## src/design/assert_macros.svh

```systemverilog
// Assertion macros used by the table's top-level RTL file.
// Expects clk_i and rst_ni in the scope of use.
`ifndef ASSERT_MACROS_SVH
`define ASSERT_MACROS_SVH

// Clocked assertion, disabled while reset is applied.
`define OKVT_ASSERT(label, prop, msg) \
  label: assert property (@(posedge clk_i) disable iff (!rst_ni) (prop)) else $error(msg);

// Implication form of the same.
`define OKVT_ASSERT_IMP(label, ante, cons, msg) \
  label: assert property (@(posedge clk_i) disable iff (!rst_ni) (ante) |-> (cons)) \
    else $error(msg);

`endif

```

## src/design/okvt_ram.sv

```systemverilog
// Generic single write port, single read port RAM with registered read.
// No dependencies.
module okvt_ram #(
  parameter int unsigned WIDTH = 32,
  parameter int unsigned DEPTH = 64
) (
  input  logic                     clk_i,
  input  logic                     we_i,
  input  logic [$clog2(DEPTH)-1:0] waddr_i,
  input  logic [WIDTH-1:0]         wdata_i,
  input  logic [$clog2(DEPTH)-1:0] raddr_i,
  output logic [WIDTH-1:0]         rdata_o
);

  logic [WIDTH-1:0] mem_q [DEPTH];
  logic [WIDTH-1:0] rdata_q;

  always_ff @(posedge clk_i) begin
    if (we_i) begin
      mem_q[waddr_i] <= wdata_i;
    end
    rdata_q <= mem_q[raddr_i];
  end

  assign rdata_o = rdata_q;

endmodule

```

## config.mk

```make
export PLATFORM = sky130hd
export DESIGN_NAME = okvt_ram
export DESIGN_NICKNAME = d
export VERILOG_FILES = /design/src/design/assert_macros.svh /design/src/design/okvt_ram.sv
export SDC_FILE = /design/constraint.sdc
export NUM_CORES = 2
export LEC_CHECK = 0
export BUFFER_PORTS_ARGS = -buffer_cell sky130_fd_sc_hd__clkbuf_2
export CORE_ASPECT_RATIO = 1.75
export CORE_MARGIN = 2
export CORE_UTILIZATION = 65
export DETAILED_ROUTE_END_ITERATION = 12
export HOLD_SLACK_MARGIN = 0.08
export PLACE_DENSITY = 0.9
export SLEW_MARGIN = 10
export SYNTH_ARGS = -nofsm -noshare
export SYNTH_HDL_FRONTEND = slang
export SYNTH_SLANG_ARGS = --single-unit
```

## constraint.sdc

```tcl
create_clock -name clk_i -period 8.63 [get_ports clk_i]
set_clock_uncertainty 0.1 [all_clocks]
set_input_delay 0.4315 -clock clk_i [delete_from_list [all_inputs] [get_ports clk_i]]
set_output_delay 0.4315 -clock clk_i [all_outputs]
set_load 0.01 [all_outputs]
```

=== Word level (Yosys, flattened, before mapping) ===
Memories as Yosys holds them, arrays and structs flattened. A register that Yosys moved wholly into a read port is not among the register bits.
Index checks and enable logic that the tools add are counted.

* Memories kept: 1
* Word-level logic and storage cells: 3
* Input port bits: 46
* RAM bits: 2,048
* Register bits: 0

* Multiplexer cells: 2

{| class="wikitable"
|+ Memories
! memory !! depth !! width !! read ports !! clocked after memory_dff !! wr ports !! RTL line !! source
|-
| mem_q || 64 || 32 || 1 || 1 || 1 || okvt_ram.sv:15 || <nowiki>logic [WIDTH-1:0] mem_q [DEPTH];</nowiki>
|}

{| class="wikitable"
|+ Operators by type and width
! kind !! number
|-
| 2-to-1 mux 1 bit || 2
|}

=== Depth between registers and ports, before layout ===
* Depth in word-level cells: 2
* Gate-level depth with buffers: 10
* Depth with buffers taken out: 5

=== Worst setup path before layout ===
OpenSTA, ideal clock, no wires.

* Path type: in2reg
* From: input port waddr_i[3]
* To: memory mem_q[48][0] (enable)
* Required time: 8,069 ps
* Setup time: 461 ps
* Slack: 4,939 ps
* Stages on the path: 4
* Arrival: 3,130 ps
* Cells stage by stage: clkbuf_1 > nor2b_1 > nand4b_1 > nor3_1

{| class="wikitable"
|+ RTL lines
! what !! RTL line !! source
|-
| start: declaration || okvt_ram.sv:9 || <nowiki>input logic [$clog2(DEPTH)-1:0] waddr_i,</nowiki>
|-
| end: declaration || okvt_ram.sv:15 ||
|}

Straight into the memory's write port.

==> results.py <==
metrics = {
    "global_route": {
        "grt_remaining_overflow": 0,
        "grt_first_pass_wirelength_um": 329300,
        "grt_max_degree": 107,
        "grt_pass1_vias": 41340,
        "grt_use_total_pct": 39.60,
        "antenna_found_initial": 22,
    },
    "hold_path": {
        "min_to": "mem_q[47][17]$_DFFE_PP_",
        "hp-start": "wdata_i[17]",
        "min_path_cells": 1,
        "hp-class": "input port to flop",
    },
    "clocking": {
        "cts_hold_buf": 0,
        "cts-root-buf": "clkbuf_16",
        "cts_buffers": 162,
        "clk_pin_slew_ns": 0.08,
        "clockBufferDepth": 3,
        "cts_tree": "yes",
        "clkLatencyLatePin_ns": 0.84,
        "cts_sinks": 2080,
        "cts_setup_buffers": 0,
        "cts_max_level": 4,
        "ctsResizeCount": 0,
    },
    "sta": {
        "finalSetupViolations": 0,
        "min_period_over_period_pct": 44.91,
        "rsz0062_at_grt": "false",
        "hold_slack_ns": 0.1319,
        "period_needed_ns": 3.876,
        "fmax_ghz": 0.2580,
        "finalHoldViolations": 0,
        "final.setup.tns_ns": 0,
        "max-slew-margin-rel_pct": 7.050,
        "worst_pin_slew_ns": 1.388,
        "slew_violations": 0,
    },
    "floorplan": {
        "start_util_pct": 65.53,
        "design.die.area_sq_um": 123700,
        "core-area_sq_um": 119800,
        "die_y_um": 463.8,
        "io_pins": 78,
        "rows": 168,
        "die_x_um": 266.7,
    },
    "logic_synthesis": {
        "synth_area_leaders": "edfxtp_1, mux4_2, mux2i_1",
        "synth_area_per_cell_sq_um": 23.62,
        "synth.cell_area_sq_um": 78520,
        "synthArstFlopShare_pct": 0,
        "synth_edf_count": 2048,
        "synth_top_area_cell": "edfxtp_1",
        "yosys.area.top_type_share_pct": 78.33,
        "netlist_instances": 3324,
        "synthFlopType": "edfxtp_1",
        "syn-num-nets": 3370,
        "ys_warn_count": 0,
        "synthDistinctLibCells": 34,
        "yosysSeqAreaShare_pct": 79.14,
        "synth-seq-cells": 2080,
    },
    "status": {
        "outcome": "completed",
    },
    "power": {
        "peakVddDrop_mv": 0.1911,
        "p_leak_nw": 27.06,
        "power_density_nw_per_um2": 235.0,
    },
    "route": {
        "initialDrtViolationCount": 8910,
        "vias_per_cell": 7.905,
        "wl_um": 236900,
        "drc": 0,
        "num_vias": 40960,
        "detail-route-antenna-nets": 0,
        "wl_per_cell_um": 45.72,
        "dr.pass1.iters": 8,
    },
    "worst_setup_path": {
        "start_kind": "input port",
        "cp_max_fo": 83,
        "r2r_setup_slack_ns": 5.73,
        "crit_arrival_ns": 4.51,
        "rr_endpoint": "rdata_o[8]$_DFF_P_",
        "crit_required_ns": 9.27,
        "worst-setup-path-type": "input port to flop",
        "end_kind": "flop",
        "worstReg2RegStart": "mem_q[30][8]$_DFFE_PP_",
        "timing.reg2reg.worst_path_depth": 5,
    },
    "cells_and_area": {
        "area_growth_pct": 10.89,
        "fillCellCount": 5773,
        "final_common_cell": "edfxtp_1",
        "fin_nets": 3549,
        "layout-drive-gt1-share_pct": 29.64,
        "mostFrequentLayoutCells": "edfxtp_1, mux4_2, clkbuf_16, buf_4, mux2i_1",
    },
    "flow_run": {
        "cap_violations": 0,
    },
    "placed_design": {
        "gp_congestion": 0.8378,
        "hpwl_um": 118700,
        "port_buffers": 77,
    },
}
where the power goes:
group / internal [mW] / switching [mW] / total, mW
clock: 4.36 / 3.71 / 8.07
sequential: 11.2 / 0.0647 / 11.2
combinational: 0.371 / 0.782 / 1.15
cell usage after synthesis (5+ instances only):
cell	instances
buf_4	25
a311oi_1	8
buf_6	5
o221ai_1	27
mux2i_1	93
dfxtp_1	32
buf_2	57
nand3b_1	5
a21oi_1	62
edfxtp_1	2048
clkbuf_1	74
nor2b_1	15
mux4_2	544
nand2_1	26
nand2b_1	8
nor3_1	7
buf_1	21
o22ai_1	84
nor2_1	137
nand3_1	5
a22oi_1	12
final cells by class:
| type | instances | area (sq um) | share of cell area, % |
|---|---|---|---|
| Sequential cell | 2080 | 62140 | 71.37 |
| Tap cell | 1530 | 1914 | 2.199 |
| Antenna cell | 12 | 30.03 | 0.03449 |
| Clock buffer | 187 | 4220 | 4.847 |
| Timing Repair Buffer | 197 | 1420 | 1.631 |
| Clock inverter | 114 | 1339 | 1.538 |
| Multi-Input combinational cell | 1062 | 16010 | 18.38 |
layer usage:
metal	GRT usage (%)	share of wire (%)	up-vias
met3	12.24	15	1127
met1	47.57	28	20600
met2	61.28	48	4637
met4	28.47	9.2	20
met5	0.3577	0.079	-
li1	-	-	14580
kinds of logic after synthesis:
logic type	after synthesis	synth area share, %
flops	2080	79.14
mux	637	16.79
simple gates	223	1.265
compound gates	202	1.673
buf+inv	182	1.128
stage by stage:
| step | total power [mW] | utilization [%] | cell area (sq um) | cells | worst slack (ns) |
|---|---|---|---|---|---|
| after floorplan | 11.97 | - | 78520 | 3324 | 4.939 |
| after global placement | 12.45 | 67.95 | 81410 | 4866 | 4.467 |
| after detailed placement | 12.51 | 67.95 | 81410 | 4866 | 4.393 |
| after CTS | 20.37 | 72.59 | 86970 | 5167 | 5.116 |
| after global routing | 20.74 | 72.65 | 87040 | 5171 | 4.826 |
| final | 20.46 | 72.67 | 87070 | 5182 | 4.754 |
critical path: stages:
cell and delay, ns:
buf_8 0.65, buf_4 0.78, nand2b_1 0.53, o22ai_1 0.20
nor2_1 1.06, a21oi_1 0.49, nor2_1 0.19
worst max-delay path by stage:
| stage | startpoint | to | cells after the start |
|---|---|---|---|
| floorplan | waddr_i[3] | mem_q[48][0]$_DFFE_PP_ | 4 |
| global placement | raddr_i[0] | rdata_o[28]$_DFF_P_ | 7 |
| detailed placement | raddr_i[0] | rdata_o[28]$_DFF_P_ | 7 |
| CTS | raddr_i[0] | rdata_o[4]$_DFF_P_ | 7 |
| global route | raddr_i[2] | rdata_o[6]$_DFF_P_ | 7 |
| finish | raddr_i[2] | rdata_o[12]$_DFF_P_ | 7 |
sequential cells by signal, summed over array words and instances, names as in the netlist:
name	count
mem_q	2048
rdata_o	32
No activity file was read; power rests on OpenSTA's default activity.
